[config.mk]
export PLATFORM = sky130hd
export DESIGN_NAME = lupp_ram
export DESIGN_NICKNAME = d
export VERILOG_FILES = /design/src/rtl/lupp_ram.sv
export SDC_FILE = /design/constraint.sdc
export NUM_CORES = 2
export LEC_CHECK = 0
export ABC_CLOCK_PERIOD_IN_PS = 4430
export BUFFER_PORTS_ARGS = -buffer_cell sky130_fd_sc_hd__buf_4
export CORE_MARGIN = 2
export CORE_UTILIZATION = 57
export CTS_BUF_LIST = sky130_fd_sc_hd__clkbuf_8
export CTS_CLUSTER_SIZE = 16
export DETAILED_ROUTE_END_ITERATION = 10
export MAX_ROUTING_LAYER = met4
export PLACE_DENSITY = 0.73
export SETUP_SLACK_MARGIN = 0.5
export SLEW_MARGIN = 20
export SYNTH_ARGS = -nofsm -noshare
export SYNTH_HDL_FRONTEND = slang
export SYNTH_SLANG_ARGS = --single-unit
[constraint.sdc]
create_clock -name clk -period 4.43 [get_ports clk]
set_input_delay 0.6645 -clock clk [delete_from_list [all_inputs] [get_ports clk]]
set_output_delay 0.6645 -clock clk [all_outputs]
set_load 0.01 [all_outputs]
[src/rtl/lupp_ram.sv]
// Generic simple dual-port RAM: one write port, one read port, registered read.
// Width and depth are parameters; no dependencies.
module lupp_ram #(
  parameter int WIDTH = 32,
  parameter int DEPTH = 64
) (
  input  logic                     clk,
  input  logic                     we,
  input  logic [$clog2(DEPTH)-1:0] waddr,
  input  logic [WIDTH-1:0]         wdata,
  input  logic [$clog2(DEPTH)-1:0] raddr,
  output logic [WIDTH-1:0]         rdata
);

  logic [WIDTH-1:0] mem [DEPTH];

  always_ff @(posedge clk) begin
    if (we) begin
      mem[waddr] <= wdata;
    end
    rdata <= mem[raddr];
  end

endmodule

==> metrics.md <==
| Metric | Value |
|---|---|
| Final worst-path cycle share | 64.2% |
| CP Launch Type | input pin |
| Antenna Nets Post-Route | 0 |
| Syn-to-layout area delta | 12.8% |
| Initial antenna violation count | 11 |
| Gr ovfl total | 0 |
| Peak VDD IR | approximately 400 µV |
| Post-CTS sizing | 0 |
| Combinational share of power | 5.3% |
| Max Cap Viol | 0 |
| Syn_nets | between 3000 and 4000 |
| Power per Cell Area | roughly 440 nW/µm² |
| Number of fill cells | about 8600 |
| Yosys warns | 0 |
| IO buf count | 77 |
| Mapped Cells | 3324 |
| Final Wtd Congestion | ~0.86 |
| Min-delay worst type | input pin to register |
| CTS H-tree lvls | 5 |
| Clk pin slew, worst setup/hold paths | around 0.06 ns |
| CP Capture Type | register |
| IO Pins | around 80 |
| Initial Utilization | a little under three fifths |
| Avg Synthesized Cell Area | ~24 µm² |
| Crit path time final | approximately 2.8 ns |
| Setup Skew | roughly 0.053 ns |
| Post-DP HPWL | 111000 µm |
| Switching Share | around 22% |
| Clock Latency Late Sink | 1.01 ns |
| Drt drc | 0 |
| Final Hold Vio Count | 0 |
| Worst slew margin | 26.2% |
| Worst EP required | approximately 5.3 ns |
| Multi-input logic area | 16000 µm² |
| Cell internal pwr | about 30 mW |
| Final Non-Filler Cells | roughly 5800 |
| Post-DP Area | a little over 80000 µm² |
| Hold path start | wdata[12] |
| R2R cell count | 4 |
| Die Area | between 100000 and 150000 µm² |
| Clock sink total | between 2000 and 2500 |
| Worst endpoint data arrival time | 3.70 ns |
| RSZ-0062 raised after global routing | no |
| Worst Tran Pin Value | roughly 1.1 ns |
| Via count | 38600 |
| Power share of the clock group | between 30% and 40% |
| Final setup margin | around 1.6 ns |
| Sw power | between 8 and 9 mW |
| Nets@finish | between 3000 and 4000 |
| Share of cells above drive strength 1 | 31.9% |
| Crit-path max FO | a little under 70 |
| Final instance area | between 80000 and 90000 µm² |
| Router iterations before antenna repair | 5 |
| Static leakage | 28.1 nW |
| Clock Path Buffers | 4 |
| Flop pwr share | 56.3% |
| Drt wl/cell | 34.0 µm |
| CTS root buffer | clkbuf_8 |
| DRT iter0 DRCs | 5696 |
| Cells after DPL | between 5000 and 6000 |
| Vias in the first global route | 38888 |
| Slew Limit Fails | 0 |
| Synth unique cells | 34 |
| Fmax | roughly 350 MHz |
| R2R Path End | rdata[6]$_DFF_P_ |
| Chip Height | 375 µm |
| R2r setup slk | roughly 1.9 ns |
| DIE WIDTH | around 380 µm |
| Hold_buf cts | 0 |
| Post-synthesis sequential area ratio | 79.1% |
| Largest net degree at the start of global routing | 70 |
| Routed Wire Length | between 150000 and 200000 µm |
| Launching point of the worst reg2reg path | mem[3][6]$_DFFE_PP_ |
| Setup TNS | 0 ns |
| Critical path class | input pin to register |
| Hold EP | mem[34][12]$_DFFE_PP_ |
| Setup-failing EPs final | 0 |
| Cell area after synthesis | 78500 µm² |
| FP Rows | ~140 |
| TritonCTS Buffers | between 300 and 400 |
| First-pass GRT wire length | approximately 280000 µm |
| Post-CTS Repair Setup Buffers | 0 |
| Total track usage | 29.0% |
| Routed vias/inst | 6.71 |
| Register area | roughly 62000 µm² |
| Pre-CTS WS | roughly 0.63 ns |
| Yosys reg bits | between 2000 and 2500 |
| Core area | around 140000 µm² |
| Status | finished clean |
| TritonCTS clock tree | done |
| WHS Path Cells | 1 |
[logic make-up (layout without fill, tap and decap cells)]
family,count (synthesis),after routing,share of synthesized area [%]
flip-flops,2080,2080,79.1
AO/OA/AOI/OAI,202,202,1.67
multiplexers,637,637,16.8
AND/OR/NAND/NOR,223,223,1.27
buffers and inverters,182,812,1.13
other,0,7,0
[critical path: stages]
cell	delay (ns)
buf_8	0.49
buf_12	0.43
buf_4	0.47
mux4_2	0.63
o22ai_1	0.70
nor2_1	0.13
[power groups by stage]
stage	combinational [mW]	clock, mW	sequential, mW
floorplan	1.06	0	22.3
finish	2.07	14.9	21.9
global placement	2.00	0	22.3
detailed placement	2.06	0	22.3
global route	2.16	15.9	21.9
CTS	2.07	15.1	21.9
[cell usage in the layout (no fill, tap or decap), types with 33 or more instances in the layout]
cell / netlist / layout
buf_12: 0 / 33
clkinv_1: 0 / 60
buf_4: 25 / 210
a21oi_1: 62 / 62
mux2i_1: 93 / 93
clkbuf_8: 0 / 353
inv_1: 0 / 105
nor2_4: 0 / 62
nor2_1: 137 / 75
edfxtp_1: 2048 / 2048
o22ai_1: 84 / 82
mux4_2: 544 / 544
[cell usage after synthesis (all sizes together)]
| library cell | count | area, µm² |
|---|---|---|
| a21oi | 62 | 310 |
| a22oi | 12 | 90.1 |
| a311oi | 8 | 70.1 |
| a31oi | 1 | 6.26 |
| a41o | 4 | 40.0 |
| and2 | 2 | 12.5 |
| and3 | 4 | 25.0 |
| buf | 108 | 608 |
| clkbuf | 74 | 278 |
| dfxtp | 32 | 641 |
| edfxtp | 2048 | 61500 |
| mux2i | 93 | 931 |
| mux4 | 544 | 12300 |
| nand2 | 26 | 97.6 |
| nand2b | 8 | 50.1 |
| nand3 | 5 | 25.0 |
| nand3b | 5 | 37.5 |
| nand4 | 2 | 12.5 |
| nand4b | 1 | 8.76 |
| nor2 | 137 | 514 |
| nor2b | 15 | 93.8 |
| nor3 | 7 | 35.0 |
| o221ai | 27 | 236 |
| o22ai | 84 | 526 |
| o32ai | 4 | 35.0 |
| or2 | 3 | 18.8 |
| or3 | 3 | 18.8 |
| or3b | 5 | 43.8 |
[worst max path at each step]
stage | slack, ns | from | depth (start not counted) | endpoint
2_1_floorplan | 0.61 | waddr[3] | 4 | mem[48][0]$_DFFE_PP_
3_3_place_gp | 0.45 | raddr[2] | 6 | rdata[10]$_DFF_P_
3_5_place_dp | 0.63 | raddr[2] | 6 | rdata[9]$_DFF_P_
4_1_cts | 1.73 | raddr[2] | 6 | rdata[15]$_DFF_P_
5_1_grt | 1.55 | raddr[2] | 6 | rdata[15]$_DFF_P_
6_report | 1.59 | raddr[2] | 6 | rdata[15]$_DFF_P_
[area by class of cell]
type / count / area share (%)
multi-input cells: 1062 / 18.0
diodes: 7 / 0.0198
clock inverters: 213 / 1.19
repair buffers: 246 / 2.58
flip-flops and latches: 2080 / 70.1
well taps: 1794 / 2.53
clock buffers: 353 / 5.48
[per-layer routing]
metal	global-route usage, %	vias up	share of wire (%)
met4	9.62	0	3.4
li1	-	15095	-
met1	40.2	20446	37
met3	6.89	395	12
met2	43.3	2664	48
met5	-	-	0
[through the flow]
step | hold slack, ns | power (mW) | utilization, %
3_3_place_gp | 0.741 | 24.3 | 60.3
6_report | 0.183 | 38.9 | 64.6
5_1_grt | 0.181 | 39.9 | 64.6
3_5_place_dp | 0.753 | 24.4 | 60.3
4_1_cts | 0.124 | 39.0 | 64.6
2_1_floorplan | 0.663 | 23.3 | -
[registers in the layout (all words and copies together) (netlist names)]
register,flops
rdata,32
mem,2048
Note: power is estimated with default switching activity, not from simulation.
