**src/rtl/lupp_pkg.sv**
```systemverilog
// Package for the LU decomposition core: sizes, command and result types,
// controller state encoding and the saturating fixed-point helpers.
// Depends on nothing; lupp_div and the core take names from here (lupp_ram does not).
package lupp_pkg;

  localparam int MAX_ORDER = 8;
  localparam int IDX_W     = 3;
  localparam int ADDR_W    = 2 * IDX_W;
  localparam int ELEM_W    = 32;
  localparam int FRAC_W    = 16;
  localparam int NUM_W     = ELEM_W + FRAC_W;
  localparam int PROD_W    = 2 * ELEM_W;
  localparam int ORDER_W   = 4;
  localparam logic [ORDER_W-1:0] ORDER_RESET = 4'd8;

  typedef enum logic [1:0] {
    FUNC_WRITE,
    FUNC_FACTOR,
    FUNC_READ,
    FUNC_PERM
  } func_t;

  typedef struct packed {
    func_t                    func;
    logic [IDX_W-1:0]         row_index;
    logic [IDX_W-1:0]         col_index;
    logic signed [ELEM_W-1:0] elem_value;
  } cmd_t;

  typedef struct packed {
    logic signed [ELEM_W-1:0] read_value;
    logic                     singular_flag;
    logic                     overflow_flag;
  } rsp_t;

  typedef enum logic [4:0] {
    S_IDLE,
    S_RD_WAIT,
    S_DONE,
    S_F_INIT,
    S_PS_ADDR,
    S_PS_CMP,
    S_SW_RA,
    S_SW_RB,
    S_SW_W1,
    S_SW_W2,
    S_PM1,
    S_PM2,
    S_PIV,
    S_ZERO,
    S_NEXT_K,
    S_E_RD,
    S_E_DIV,
    S_E_WAIT,
    S_M_RA,
    S_M_RB,
    S_M_SAT,
    S_M_WR
  } state_t;

  typedef struct packed {
    logic              start;
    logic [NUM_W-1:0]  dividend;
    logic [ELEM_W-1:0] divisor;
  } div_req_t;

  typedef struct packed {
    logic             done;
    logic [NUM_W-1:0] quotient;
  } div_rsp_t;

  typedef struct packed {
    logic signed [ELEM_W-1:0] value;
    logic                     ovf;
  } sat_t;

  function automatic logic [ELEM_W-1:0] magnitude(input logic signed [ELEM_W-1:0] v);
    logic [ELEM_W-1:0] u;
    u = v;
    return u[ELEM_W-1] ? (~u + ELEM_W'(1)) : u;
  endfunction

  // Rebuilds a signed element from sign and magnitude, clamping at the limits.
  function automatic sat_t from_mag(input logic neg, input logic [NUM_W-1:0] mag);
    logic [NUM_W-1:0]  limit;
    logic [ELEM_W-1:0] m;
    sat_t              r;
    limit = neg ? (NUM_W'(1) << (ELEM_W - 1)) : ((NUM_W'(1) << (ELEM_W - 1)) - NUM_W'(1));
    r.ovf = mag > limit;
    m = r.ovf ? limit[ELEM_W-1:0] : mag[ELEM_W-1:0];
    r.value = neg ? (~m + ELEM_W'(1)) : m;
    return r;
  endfunction

  function automatic sat_t sat_sub(input logic signed [ELEM_W-1:0] a,
                                   input logic signed [ELEM_W-1:0] b);
    logic signed [ELEM_W:0] d;
    sat_t                   r;
    d = {a[ELEM_W-1], a} - {b[ELEM_W-1], b};
    r.ovf = d[ELEM_W] != d[ELEM_W-1];
    if (!r.ovf) begin
      r.value = d[ELEM_W-1:0];
    end else if (d[ELEM_W]) begin
      r.value = {1'b1, {(ELEM_W-1){1'b0}}};
    end else begin
      r.value = {1'b0, {(ELEM_W-1){1'b1}}};
    end
    return r;
  endfunction

endpackage

```
**src/rtl/lupp_div.sv**
```systemverilog
// Serial restoring divider of unsigned magnitudes, one quotient bit a cycle.
// Uses the sizes and request/response types of lupp_pkg.
module lupp_div (
  input  logic               clk,
  input  logic               rst,
  input  lupp_pkg::div_req_t req,
  output lupp_pkg::div_rsp_t rsp
);

  localparam int CNT_W = $clog2(lupp_pkg::NUM_W);

  logic                        busy;
  logic                        done;
  logic [CNT_W-1:0]            cnt;
  logic [lupp_pkg::ELEM_W:0]   rem;
  logic [lupp_pkg::NUM_W-1:0]  quo;
  logic [lupp_pkg::ELEM_W-1:0] dvs;
  logic [lupp_pkg::ELEM_W:0]   trial;
  logic                        ge;

  assign trial = {rem[lupp_pkg::ELEM_W-1:0], quo[lupp_pkg::NUM_W-1]};
  assign ge    = trial >= {1'b0, dvs};

  always_ff @(posedge clk) begin
    if (rst) begin
      busy <= 1'b0;
      done <= 1'b0;
    end else begin
      done <= 1'b0;
      if (req.start) begin
        busy <= 1'b1;
        cnt  <= CNT_W'(lupp_pkg::NUM_W - 1);
        rem  <= '0;
        quo  <= req.dividend;
        dvs  <= req.divisor;
      end else if (busy) begin
        rem <= ge ? (trial - {1'b0, dvs}) : trial;
        quo <= {quo[lupp_pkg::NUM_W-2:0], ge};
        if (cnt == '0) begin
          busy <= 1'b0;
          done <= 1'b1;
        end else begin
          cnt <= cnt - CNT_W'(1);
        end
      end
    end
  end

  assign rsp.done     = done;
  assign rsp.quotient = quo;

endmodule

```
**config.mk**
```make
export PLATFORM = sky130hd
export DESIGN_NAME = lupp_div
export DESIGN_NICKNAME = d
export VERILOG_FILES = /design/src/rtl/lupp_pkg.sv /design/src/rtl/lupp_div.sv
export SDC_FILE = /design/constraint.sdc
export NUM_CORES = 1
export LEC_CHECK = 0
export ABC_AREA = 1
export BUFFER_PORTS_ARGS = -buffer_cell sky130_fd_sc_hd__buf_2
export CAP_MARGIN = 15
export CORE_UTILIZATION = 45
export CTS_CLUSTER_DIAMETER = 200
export DETAILED_ROUTE_END_ITERATION = 10
export GPL_TIMING_DRIVEN = 0
export PLACE_DENSITY = 0.66
export SYNTH_ARGS = -nofsm -noshare
export SYNTH_HDL_FRONTEND = slang
export SYNTH_SLANG_ARGS = --single-unit
export TNS_END_PERCENT = 50
```
**constraint.sdc**
```tcl
create_clock -name clk -period 9 [get_ports clk]
set_input_delay 0 -clock clk [delete_from_list [all_inputs] [get_ports clk]]
set_output_delay 0 -clock clk [all_outputs]
set_load 0.01 [all_outputs]
```
==> impl_metrics.ini <==
[timing]
whs_ps = 185
clock_skew_ps = 9.58
worst_pin_slew_ps = 783
setup_viol = 0
slew_viol_final = 0
hold_viol_final = 0
rsz0062_at_grt = no
fin_tns_setup_ps = 0
fin_ws_ps = 6540
fmax_mhz = 407
period_needed_ps = 2460
period_share_pct = 27.3
slew_headroom_pct = 47.8

[grt]
grt_max_degree = 29
grt_pass1_wl_mm = 34.0
antenna_found_initial = 0
first_global_vias = 7043
gr-total-overflow = 0
track_usage_pct = 24.5

[yosys]
ys_ff_latch = 120
synth_top_family_by_area = simple AND/OR/NAND/NOR gates
synth_warnings = 0
seq_area_frac_synth_pct = 45.6
syn-cell-area_um2 = 7860
synth-xor-area-share_pct = 1.67
synth_nets = 1161
synthMuxAreaShare_pct = 0
synthCells = 1043
synth_fa_ha_area_share_pct = 5.67
synth_ff_type = edfxtp_1
synthDistinctLibCells = 35
synth_compound_area_share_pct = 2.09
postSynth.asyncResetShare_pct = 0
synth-edff-count = 118
synth_area_per_cell_um2 = 7.53
synthSimpleGateAreaFrac_pct = 34.7

[clocking]
cts.clk_slew.worst_paths_ps = 60
clock_path_buffers = 2
cts.sinks = 120
worstSkewPairLatency_ps = 420
htreeDepth = 4
cts_inserted_buffers = 17
cts_tree = done
cts_root_buffer = clkbuf_16
ctsResizeCount = 0

[setup_path]
cp-startpoint = rem[20]
start_kind = flip-flop
crit_path_cell_trace = ha_1 > nand2_2 > nor2_2 > nand2_1 > nor2_2 > nand2_1 > nand3_2 > inv_4 > nand2_8 > inv_6 > buf_6 > nor2_1 > nor2_1
endpoint = rem[1]
cp.arrival_ps = 2640
endpoint_kind = flip-flop
critPathRequiredTime_ps = 9180
cpPeakStageDelay_ps = 450
cp_max_fo = 10
path_buf_inv = 3
reg2reg_depth = 13
critPathKind = flip-flop to flip-flop
path_depth = 13
crit_path_top_delay_cell = edfxtp_1
r2r-end = rem[1]
r2r_slack_ps = 6540
critical_path.top_delay_family = simple AND/OR/NAND/NOR gates
r2r_start = rem[20]

[floorplanning]
die_area_um2 = 18000
start_util_pct = 46.7
die_y_um = 134
num_io_pins = 132
row_count = 47
die_x_um = 134
core_area_um2 = 16800

[drt]
routedWlPerCell_um = 13.9
drt_first_pass_iters = 5
drt_iter0_drc = 446
drc = 0
finalWirelength_mm = 21.0
ant_nets = 0
via_per_inst = 4.72
num_vias = 7132

[placed_design]
place.gp.congestion = 0.902
port-buffer-count = 130
place_hpwl_mm = 15.4
dp_slack_ps = 6300

[power]
p_per_area_nw_per_um2 = 177
p_sw_share_pct = 31.8
p_int_mw = 1.24
p_seq_share_pct = 38.1
power_mw = 1.82
p_leak_nw = 5.27
max-vdd-ir-drop_uv = 140
clkPwrFrac_pct = 35.4
p_sw_mw = 0.578
p_comb_share_pct = 26.5

[cells_and_area]
syn2layout_area_growth_pct = 30.7
finish.net_count = 1395
drive_gt1_share_pct = 17.1
antenna_cells = 0

[hold_path]
hold_path.class = input port to flip-flop

[outcome]
status = complete, no violations

[run]
drv_cap = 0
power by group through the flow:
| stage | Combinational [mW] | Sequential (mW) | Clock [mW] |
|---|---|---|---|
| after detailed placement | 0.449 | 0.702 | 0 |
| after floorplan | 0.316 | 0.708 | 0 |
| after global placement | 0.436 | 0.708 | 0 |
| final | 0.481 | 0.692 | 0.644 |
| after global routing | 0.542 | 0.696 | 0.669 |
| after CTS | 0.479 | 0.692 | 0.648 |
Yosys cell counts (2+ instances only):
cell type  count  area share, %
nand3_2        2           0.25
o21ai_0        2           0.13
nand2_8        2           0.51
or2_2          2           0.16
inv_2          2          0.096
o21a_1         2           0.19
a21oi_1       23            1.5
buf_6          4           0.57
a21o_1         2           0.19
buf_2          3           0.19
ha_1          34            5.4
and2_1         9           0.72
nor2_1        89            4.3
inv_1        174            8.3
xor2_1        14            1.6
nand4_1        6           0.48
nand2_1      439             21
nor3_1         2           0.13
clkbuf_1      13           0.62
nand2_2        7           0.56
edfxtp_1     118             45
nand3_1       33            2.1
buf_4          3           0.29
dfxtp_1        2           0.51
nand3b_1      23            2.2
nor2_2        24            1.9
flip-flops by register name, summed over array words and instances (netlist names):
name,cells
quo,48
dvs,32
rem,32
cnt,6
busy,1
done,1
worst reg2reg max path: cells and delay by family, from the launching register on:
kind / cells / cell delay [ps]
fa+ha+maj: 1 / 450
buf+inv: 3 / 280
flops: 1 / 450
simple gates: 9 / 1030
cells in the final DEF, fill, tap and decap left out, drive strengths merged:
cell / synthesis / routed
or2: 2 / 2
nor3: 3 / 3
edfxtp: 118 / 118
o21a: 2 / 2
dfxtp: 2 / 2
clkinv: 0 / 7
buf: 11 / 145
bufinv: 0 / 1
nand4: 6 / 6
clkinvlp: 0 / 3
xor2: 14 / 14
nand2: 449 / 449
a21oi: 23 / 23
xnor2: 1 / 1
a21o: 2 / 2
and2: 9 / 9
nand3b: 23 / 23
nand3: 35 / 35
inv: 178 / 181
nor4: 1 / 1
nor2: 113 / 113
fa: 1 / 1
ha: 34 / 34
clkbuf: 13 / 31
dlygate4sd3: 0 / 81
o21ai: 3 / 3
metal layers:
metal | share of wire [%] | track usage (%) | vias up
met5 | 0 | 0 | -
met4 | 1.4 | 6.30 | 0
met3 | 6.1 | 5.90 | 26
met2 | 49 | 43.1 | 212
met1 | 44 | 30.0 | 3213
li1 | - | - | 3681
worst min path at each step:
stage                 start       to  slack [ps]  cells after the start
floorplan               rst     done          80                      1
global placement     req[1]   dvs[1]         180                      1
detailed placement  req[25]  dvs[25]         180                      1
CTS                 req[80]   quo[0]         200                      2
global route        req[80]   quo[0]         200                      2
finish              req[80]   quo[0]         190                      2
what timing repair did:
action | in CTS | in global routing
setup buffers | 0 | 0
hold endpoints to repair | 81 | 0
hold buffers | 81 | 0
through the flow:
step,cell area (um2),util [%],cells
finish,10300,61.1,1510
global route,10300,61.1,1510
CTS,10300,61.1,1510
detailed placement,8910,53.0,1397
global placement,8780,52.2,1393
floorplan,7860,-,1043
cells by family after synthesis:
logic type                 count (synthesis)
buffers and inverters                    202
and+or+nand+nor                          641
DFF                                      120
AOI/OAI and AO/OA                         30
xor gates and xnor gates                  15
adders and majority gates                 35
cell type report:
class / count / area (um2)
clock buffers: 18 / 429
multi-input cells: 721 / 3480
flip-flops and latches: 120 / 3580
fillers: 1521 / 6550
plain buffers: 24 / 135
clock inverters: 14 / 124
well taps: 220 / 275
inverters: 178 / 676
repair buffers: 215 / 1560
No activity file was read; power rests on OpenSTA's default activity.
